File: src/design/clnf_pkg.sv
`default_nettype none
package clnf_pkg;

    // Digit count limits
    localparam int MAX_DIGITS = 16;
    localparam int POS_W      = $clog2(MAX_DIGITS + 1);
    localparam int IDX_W      = (MAX_DIGITS > 1) ? $clog2(MAX_DIGITS) : 1;

    // Request codes
    localparam logic [2:0] REQ_CHAR = 3'd0;
    localparam logic [2:0] REQ_UDEC = 3'd1;
    localparam logic [2:0] REQ_SDEC = 3'd2;
    localparam logic [2:0] REQ_HEX  = 3'd3;
    localparam logic [2:0] REQ_BIN  = 3'd4;

    // Display line code for the top line
    localparam logic [1:0] LINE_TOP = 2'd1;

    // Bus byte constants
    localparam logic [7:0] CMD_SET_ADDR = 8'h80;
    localparam logic [6:0] LINE2_OFFSET = 7'h40;
    localparam logic [7:0] ASCII_ZERO   = 8'h30;
    localparam logic [7:0] ASCII_A      = 8'h41;
    localparam logic [7:0] ASCII_PLUS   = 8'h2B;
    localparam logic [7:0] ASCII_MINUS  = 8'h2D;

    // Divide by ten: q = (n * 52429) >> 19, exact for 16-bit n
    localparam logic [15:0] DIV10_MUL   = 16'd52429;
    localparam int          DIV10_SHIFT = 19;

    typedef enum logic [2:0] {
        ST_IDLE,
        ST_DIV,
        ST_ADDR,
        ST_SIGN,
        ST_DATA
    } t_state;

    // Format control handed to the character generator
    typedef struct packed {
        logic [2:0] req;
        logic       neg;
    } t_fmt_ctl;

    function automatic logic [7:0] hex_char(input logic [3:0] d);
        logic [7:0] c;
        if (d < 4'd10) begin
            c = ASCII_ZERO + {4'b0, d};
        end else begin
            c = ASCII_A + {4'b0, d} - 8'd10;
        end
        return c;
    endfunction

endpackage
`default_nettype wire

File: src/design/clnf_div10.sv
`default_nettype none
module clnf_div10
    import clnf_pkg::*;
(
    input  wire logic [15:0] i_mag,
    output logic      [15:0] o_quot,
    output logic      [3:0]  o_rem
);

    logic [31:0] w_prod;
    logic [15:0] w_times10;

    // Reciprocal multiply, then remainder by shift-add back-multiply
    assign w_prod    = 32'(i_mag) * 32'(DIV10_MUL);
    assign o_quot    = 16'(w_prod >> DIV10_SHIFT);
    assign w_times10 = (o_quot << 3) + (o_quot << 1);
    assign o_rem     = 4'(i_mag - w_times10);

endmodule
`default_nettype wire

File: src/design/clnf_char_gen.sv
`default_nettype none
module clnf_char_gen
    import clnf_pkg::*;
(
    input  wire t_fmt_ctl         i_ctl,
    input  wire logic [IDX_W-1:0] i_pos,
    input  wire logic [15:0]      i_value,
    input  wire logic [3:0]       i_dec_digit,
    output logic      [7:0]       o_data_byte,
    output logic      [7:0]       o_sign_byte
);

    logic [3:0] w_nib;
    logic       w_bit;

    // Hex nibble and binary bit at the current position; zero above the value
    always_comb begin
        w_nib = 4'd0;
        w_bit = 1'b0;
        if (32'(i_pos) < 4) begin
            w_nib = i_value[{2'(i_pos), 2'b00} +: 4];
        end
        if (32'(i_pos) < 16) begin
            w_bit = i_value[4'(i_pos)];
        end
    end

    // Data byte by request type
    always_comb begin
        case (i_ctl.req)
            REQ_CHAR:           o_data_byte = i_value[7:0];
            REQ_UDEC, REQ_SDEC: o_data_byte = ASCII_ZERO + {4'b0, i_dec_digit};
            REQ_HEX:            o_data_byte = hex_char(w_nib);
            REQ_BIN:            o_data_byte = ASCII_ZERO + {7'b0, w_bit};
            default:            o_data_byte = ASCII_ZERO;
        endcase
    end

    assign o_sign_byte = i_ctl.neg ? ASCII_MINUS : ASCII_PLUS;

endmodule
`default_nettype wire

File: src/design/char_lcd_number_formatter.sv
// Character display number writer.
// Input channel (i_in_valid / o_in_ready): one request per transaction with
// mode, line, column, 16-bit value and digit count. Output channel
// (o_out_valid / i_out_ready): a stream of bus bytes, the first a
// set-address command (o_is_data low), then data bytes; o_last marks the
// final byte of a request.
// A request is handled alone: o_in_ready is high only while the sequencer
// is idle. Decimal requests first run the shared divide-by-ten unit once
// per digit (at most 16 digits), then all modes emit one byte per cycle
// while the receiver is ready: 1 address byte plus up to 17 data bytes.
// The address byte is registered from the ADDR state, which decimal
// requests reach through the DIV state. The output register lets the
// next request be taken while the final byte still waits. A stalled
// receiver holds the byte and freezes the ADDR, SIGN and DATA states;
// the DIV state does not wait on it. Reset (synchronous, active low)
// returns the sequencer to idle and drops o_out_valid; no clearing pass
// is needed.
`default_nettype none
module char_lcd_number_formatter
    import clnf_pkg::*;
(
    input  wire logic        i_clk,
    input  wire logic        i_rst_n,
    input  wire logic        i_in_valid,
    output logic             o_in_ready,
    input  wire logic [2:0]  i_req_type,
    input  wire logic [1:0]  i_line,
    input  wire logic [5:0]  i_column,
    input  wire logic [15:0] i_value,
    input  wire logic [4:0]  i_digit_count,
    output logic             o_out_valid,
    input  wire logic        i_out_ready,
    output logic             o_is_data,
    output logic      [7:0]  o_bus_byte,
    output logic             o_last
);

    t_state           r_state, n_state;
    logic [2:0]       r_req, n_req;
    logic [6:0]       r_addr, n_addr;
    logic [15:0]      r_value, n_value;
    logic [15:0]      r_mag, n_mag;
    logic             r_neg, n_neg;
    logic [POS_W-1:0] r_cnt, n_cnt;
    logic [POS_W-1:0] r_pos, n_pos;
    logic [IDX_W-1:0] r_idx, n_idx;
    logic [3:0]       r_digs [MAX_DIGITS];
    logic             r_out_valid, n_out_valid;
    logic             r_out_is_data, n_out_is_data;
    logic [7:0]       r_out_byte, n_out_byte;
    logic             r_out_last, n_out_last;

    logic             w_in_acc;
    logic             w_load;
    logic             w_is_num;
    logic             w_cnt_zero;
    logic             w_div_done;
    logic [POS_W-1:0] w_cnt_sat;
    logic [15:0]      w_quot;
    logic [3:0]       w_rem;
    logic [IDX_W-1:0] w_pos;
    t_fmt_ctl         w_ctl;
    logic [7:0]       w_data_byte;
    logic [7:0]       w_sign_byte;

    assign o_in_ready = (r_state == ST_IDLE);
    assign w_in_acc   = i_in_valid && o_in_ready;
    assign w_load     = !r_out_valid || i_out_ready;
    assign w_is_num   = (r_req == REQ_UDEC) || (r_req == REQ_SDEC) ||
                        (r_req == REQ_HEX)  || (r_req == REQ_BIN);
    assign w_cnt_zero = (r_cnt == '0);
    assign w_div_done = (32'(r_idx) == 32'(r_cnt) - 1);
    assign w_pos      = IDX_W'(r_pos - POS_W'(1));
    assign w_cnt_sat  = (32'(i_digit_count) > MAX_DIGITS) ? POS_W'(MAX_DIGITS)
                                                         : POS_W'(i_digit_count);

    // Shared divide-by-ten step
    clnf_div10 u_div10 (
        .i_mag  (r_mag),
        .o_quot (w_quot),
        .o_rem  (w_rem)
    );

    // Character generation for the current position
    assign w_ctl.req = r_req;
    assign w_ctl.neg = r_neg;

    clnf_char_gen u_char_gen (
        .i_ctl       (w_ctl),
        .i_pos       (w_pos),
        .i_value     (r_value),
        .i_dec_digit (r_digs[w_pos]),
        .o_data_byte (w_data_byte),
        .o_sign_byte (w_sign_byte)
    );

    // Next state
    always_comb begin
        n_state = r_state;
        case (r_state)
            ST_IDLE: begin
                if (w_in_acc) begin
                    if ((i_req_type == REQ_UDEC || i_req_type == REQ_SDEC) &&
                        w_cnt_sat != '0) begin
                        n_state = ST_DIV;
                    end else begin
                        n_state = ST_ADDR;
                    end
                end
            end
            ST_DIV: begin
                if (w_div_done) begin
                    n_state = ST_ADDR;
                end
            end
            ST_ADDR: begin
                if (w_load) begin
                    if (r_req == REQ_SDEC) begin
                        n_state = ST_SIGN;
                    end else if (r_req == REQ_CHAR || (w_is_num && !w_cnt_zero)) begin
                        n_state = ST_DATA;
                    end else begin
                        n_state = ST_IDLE;
                    end
                end
            end
            ST_SIGN: begin
                if (w_load) begin
                    n_state = w_cnt_zero ? ST_IDLE : ST_DATA;
                end
            end
            ST_DATA: begin
                if (w_load && (r_req == REQ_CHAR || r_pos == POS_W'(1))) begin
                    n_state = ST_IDLE;
                end
            end
            default: n_state = ST_IDLE;
        endcase
    end

    // Datapath and output byte
    always_comb begin
        n_req         = r_req;
        n_addr        = r_addr;
        n_value       = r_value;
        n_mag         = r_mag;
        n_neg         = r_neg;
        n_cnt         = r_cnt;
        n_pos         = r_pos;
        n_idx         = r_idx;
        n_out_valid   = r_out_valid && !i_out_ready;
        n_out_is_data = r_out_is_data;
        n_out_byte    = r_out_byte;
        n_out_last    = r_out_last;
        case (r_state)
            ST_IDLE: begin
                if (w_in_acc) begin
                    n_req   = i_req_type;
                    n_addr  = 7'({1'b0, i_column}) + 7'h7F +
                              ((i_line == LINE_TOP) ? 7'h00 : LINE2_OFFSET);
                    n_value = i_value;
                    n_neg   = (i_req_type == REQ_SDEC) && i_value[15];
                    n_mag   = n_neg ? (~i_value + 16'd1) : i_value;
                    n_cnt   = w_cnt_sat;
                    n_pos   = w_cnt_sat;
                    n_idx   = '0;
                end
            end
            ST_DIV: begin
                n_mag = w_quot;
                n_idx = r_idx + IDX_W'(1);
            end
            ST_ADDR: begin
                if (w_load) begin
                    n_out_valid   = 1'b1;
                    n_out_is_data = 1'b0;
                    n_out_byte    = CMD_SET_ADDR | {1'b0, r_addr};
                    n_out_last    = !(r_req == REQ_CHAR || r_req == REQ_SDEC ||
                                      (w_is_num && !w_cnt_zero));
                end
            end
            ST_SIGN: begin
                if (w_load) begin
                    n_out_valid   = 1'b1;
                    n_out_is_data = 1'b1;
                    n_out_byte    = w_sign_byte;
                    n_out_last    = w_cnt_zero;
                end
            end
            ST_DATA: begin
                if (w_load) begin
                    n_out_valid   = 1'b1;
                    n_out_is_data = 1'b1;
                    n_out_byte    = w_data_byte;
                    n_out_last    = (r_req == REQ_CHAR) || (r_pos == POS_W'(1));
                    n_pos         = r_pos - POS_W'(1);
                end
            end
            default: ;
        endcase
    end

    // Control registers
    always_ff @(posedge i_clk) begin
        if (!i_rst_n) begin
            r_state     <= ST_IDLE;
            r_out_valid <= 1'b0;
        end else begin
            r_state     <= n_state;
            r_out_valid <= n_out_valid;
        end
    end

    // Payload registers
    always_ff @(posedge i_clk) begin
        r_req         <= n_req;
        r_addr        <= n_addr;
        r_value       <= n_value;
        r_mag         <= n_mag;
        r_neg         <= n_neg;
        r_cnt         <= n_cnt;
        r_pos         <= n_pos;
        r_idx         <= n_idx;
        r_out_is_data <= n_out_is_data;
        r_out_byte    <= n_out_byte;
        r_out_last    <= n_out_last;
    end

    // Decimal digit buffer, least significant first
    always_ff @(posedge i_clk) begin
        if (r_state == ST_DIV) begin
            r_digs[r_idx] <= w_rem;
        end
    end

    assign o_out_valid = r_out_valid;
    assign o_is_data   = r_out_is_data;
    assign o_bus_byte  = r_out_byte;
    assign o_last      = r_out_last;

endmodule
`default_nettype wire

File: config.mk
export PLATFORM = sky130hd
export DESIGN_NAME = char_lcd_number_formatter
export DESIGN_NICKNAME = d
export VERILOG_FILES = /design/src/design/clnf_pkg.sv /design/src/design/clnf_div10.sv /design/src/design/clnf_char_gen.sv /design/src/design/char_lcd_number_formatter.sv
export SDC_FILE = /design/constraint.sdc
export NUM_CORES = 1
export LEC_CHECK = 0
export BUFFER_PORTS_ARGS = -buffer_cell sky130_fd_sc_hd__buf_4
export CORE_UTILIZATION = 50
export CTS_CLUSTER_SIZE = 16
export DETAILED_ROUTE_END_ITERATION = 6
export GPL_TIMING_DRIVEN = 0
export PLACE_DENSITY = 0.69
export SLEW_MARGIN = 20
export SYNTH_ARGS = -nofsm -noshare
export SYNTH_HDL_FRONTEND = slang
export SYNTH_SLANG_ARGS = --single-unit
File: constraint.sdc
create_clock -name i_clk -period 5.4 [get_ports i_clk]
set_input_delay 0.54 -clock i_clk [delete_from_list [all_inputs] [get_ports i_clk]]
set_output_delay 0.54 -clock i_clk [all_outputs]
set_load 0.02 [all_outputs]
==> impl_metrics.ini <==
[clocking]
h-tree-depth = 4
clk_pin_slew_ns = 0.07
cts.sinks = 135
cts_tree = done
cts-root-buf = clkbuf_16
clk_path_buf_depth = 2
cts_made_buffers = 17
insertion_delay_ns = 0.42
cts_hold_buffers = 0

[setup_path]
crit_end = r_digs[3][3]
cp.arrival_ns = 6.12
crit_path_frequent_cell = fa_1
rr_startpoint = r_mag[9]
reg2reg_setup_slack_ns = -0.56
crit_path_start = r_mag[9]
path_cells = buf_6 > buf_4 > buf_4 > buf_4 > ha_1 > fa_1 > fa_1 > fa_1 > inv_1 > fa_1 > inv_1 > ha_4 > a211oi_4 > nor2_2 > nor2_2 > a21boi_2 > nor2_2 > xnor2_2 > ha_4 > a21oi_4 > xnor2_2 > xnor2_4 > buf_12
cpPeakStageDelay_ns = 0.59
startpoint_type = flop
required_ns = 5.56
end_kind = flop
critPathKind = flop to flop
worstRegToRegCells = 23
r2r_end = r_digs[3][3]
critPathSlowestCell = fa_1
cp_max_fo = 16

[timing]
slew_violations = 0
setup_slack_ns = -0.562
fin_tns_setup_ns = -22.01
hold_viol_final = 0
period_share_pct = 110
period_needed_ns = 5.96
setup_violations = 56
fin_skew_ns = 0.0145
max_clock_freq_mhz = 168
holdWs_ns = 0.319
max_slew_margin_pct = 38.6
tightest_slew_ns = 0.914
rsz0062_at_grt = true

[global_route]
grt_pass1_vias = 7938
grt_max_degree = 33
grt_pass1_wl_um = 41300
antenna_found_initial = 1
grt_use_total_pct = 25.0
grt-ovfl-total = 0

[synthesis]
ys_seq_elements = 135
synth_area_leaders = edfxtp_1, ha_1, fa_1, inv_1, mux4_2
synthesis.area_mm2 = 0.0109
syn_avg_cell_area_um2 = 11.5
synth.distinct_cells = 57
yosysSeqAreaShare_pct = 36.8
yosys_most_used_dff = edfxtp_1
synth-async-reset-ratio_pct = 0
yosysWarnings = 0
yosysTopAreaCell = edfxtp_1
syn_nets = 1206
synth_top_area_share_pct = 36.1
syn_inst = 947
synth-edff-count = 131

[routing]
vias = 7587
drtIter0Drc = 443
wl_per_cell_um = 19.8
routed_wl_um = 27000
firstDrtPassIters = 5
drc = 0
viasPerCell = 5.58
antenna_left = 0

[finish]
drive_gt1_share_pct = 23.3
nFillCells = 1624
finalNonFillerCells = 1359
syn2layout_area_growth_pct = 21.8
nNetsFinal = 1329

[flow_run]
max-cap-violations = 0

[die]
die_width_um = 150
ios = 48
die_area_mm2 = 0.0224
start_util_pct = 51.4
coreArea_mm2 = 0.0212
row_count = 53
die_h_um = 150

[hold_path]
hp-class = input pin to flop
min_from = i_req_type[2]

[run_status]
status = finished, violations left
violations = setup timing

[placed_design]
dpl.cell_count = 1269
hpwl_um = 19800
io_buffers = 47
gp_congestion = 0.871
==> synth_stat cells, types with 4 or more instances <==
library cell,count
inv_1,180
ha_1,143
edfxtp_1,131
fa_1,80
nor2_1,58
nand2_1,52
a21oi_1,38
xnor2_1,31
mux4_2,25
o21ai_0,25
xor2_1,20
nor3_1,18
clkbuf_1,17
nor2b_1,15
mux2i_1,9
nand2b_1,8
nand3_1,8
o22ai_1,7
o31ai_1,7
a31oi_1,6
a211oi_1,5
a22oi_1,4
buf_2,4
dfxtp_1,4
nand3b_1,4
nand4_1,4
o21a_1,4
==> worst max-delay path: cells and delay by family (launching register included) <==
family | cells | cell delay [ns]
buffers and inverters | 7 | 0.85
xor gates and xnor gates | 3 | 0.48
and+or+nand+nor | 3 | 0.52
AOI/OAI and AO/OA | 3 | 0.40
DFF | 1 | 0.50
adders and majority gates | 7 | 2.95
==> layer usage <==
layer | vias to the layer above | wire length [um] | GRT usage [%]
met5 | - | 0 | 0
met4 | 0 | 804 | 10.6
met3 | 62 | 1320 | 3.48
met2 | 250 | 13900 | 43.3
met1 | 3761 | 10900 | 31.2
li1 | 3514 | - | -
==> layout by cell type, fill, tap and decap left out, types with 5 or more instances in the layout <==
cell / n
a21oi_1: 30
nor3_1: 17
buf_4: 88
o21ai_0: 19
buf_6: 12
xnor2_2: 5
a211oi_1: 5
o22ai_1: 7
inv_2: 14
nand2b_1: 8
xnor2_1: 24
nand3_1: 8
nand2_1: 50
mux2i_1: 9
clkbuf_1: 20
edfxtp_1: 131
nor2b_1: 15
fa_1: 76
o31ai_1: 7
ha_1: 115
clkbuf_16: 18
mux4_2: 25
inv_1: 164
nor2_1: 54
a31oi_1: 6
a21oi_2: 5
xor2_1: 20
ha_4: 26
==> how the worst min path moves through the flow <==
stage | endpoint | slack, ns | depth (start not counted)
global route | r_req[2] | 0.31 | 1
finish | r_req[2] | 0.32 | 1
floorplan | o_bus_byte[4] | 0.49 | 2
CTS | r_req[2] | 0.30 | 1
global placement | o_bus_byte[5] | 0.55 | 1
detailed placement | o_bus_byte[5] | 0.53 | 1
==> layout make-up <==
class                      instances  area [um2]  area share, %
clock buffer                      20         437           3.29
inverter                         180         682           5.14
antenna                            1        2.50         0.0188
multi-input combinational        610        6700           50.4
sequential                       135        4010           30.2
tap                              275         344           2.59
timing repair buffer             104         890           6.70
buffer                            22        95.1          0.716
clock inverter                    12         118          0.886
==> kinds of logic after synthesis <==
kind of cell | after synthesis | synth area share (%)
xor gates and xnor gates | 51 | 4.10
DFF | 135 | 36.8
AOI/OAI and AO/OA | 121 | 7.10
buffers and inverters | 202 | 7.07
muxes | 34 | 5.99
and+or+nand+nor | 181 | 7.80
adders and majority gates | 223 | 31.1
==> metrics by stage <==
step,util [%],area [um2],setup slack [ns]
after floorplan,-,11000,-0.109
after CTS,61.2,13000,-0.409
final,62.6,13300,-0.562
after detailed placement,55.2,11700,-1.19
after global routing,62.6,13300,-0.645
after global placement,55.2,11700,-1.10
==> state kept, by name (all words and copies together), names as in the netlist <==
| signal | count |
|---|---|
| r_digs | 64 |
| r_mag | 16 |
| r_value | 16 |
| o_bus_byte | 8 |
| r_addr | 7 |
| r_cnt | 5 |
| r_pos | 5 |
| r_idx | 4 |
| r_req | 3 |
| r_state | 3 |
| o_is_data | 1 |
| o_last | 1 |
| o_out_valid | 1 |
| r_neg | 1 |
==> timing repair <==
item | 4_1_cts | 5_1_grt
gates resized for setup | 55 | 43
buffers inserted | 42 | 16
gates cloned | 1 | 0
endpoints found under the setup margin | 58 | 59
pin swaps | 41 | 36
Power is not shown: default switching activity piles up to over one toggle a cycle in this logic, so the estimate is an artifact.
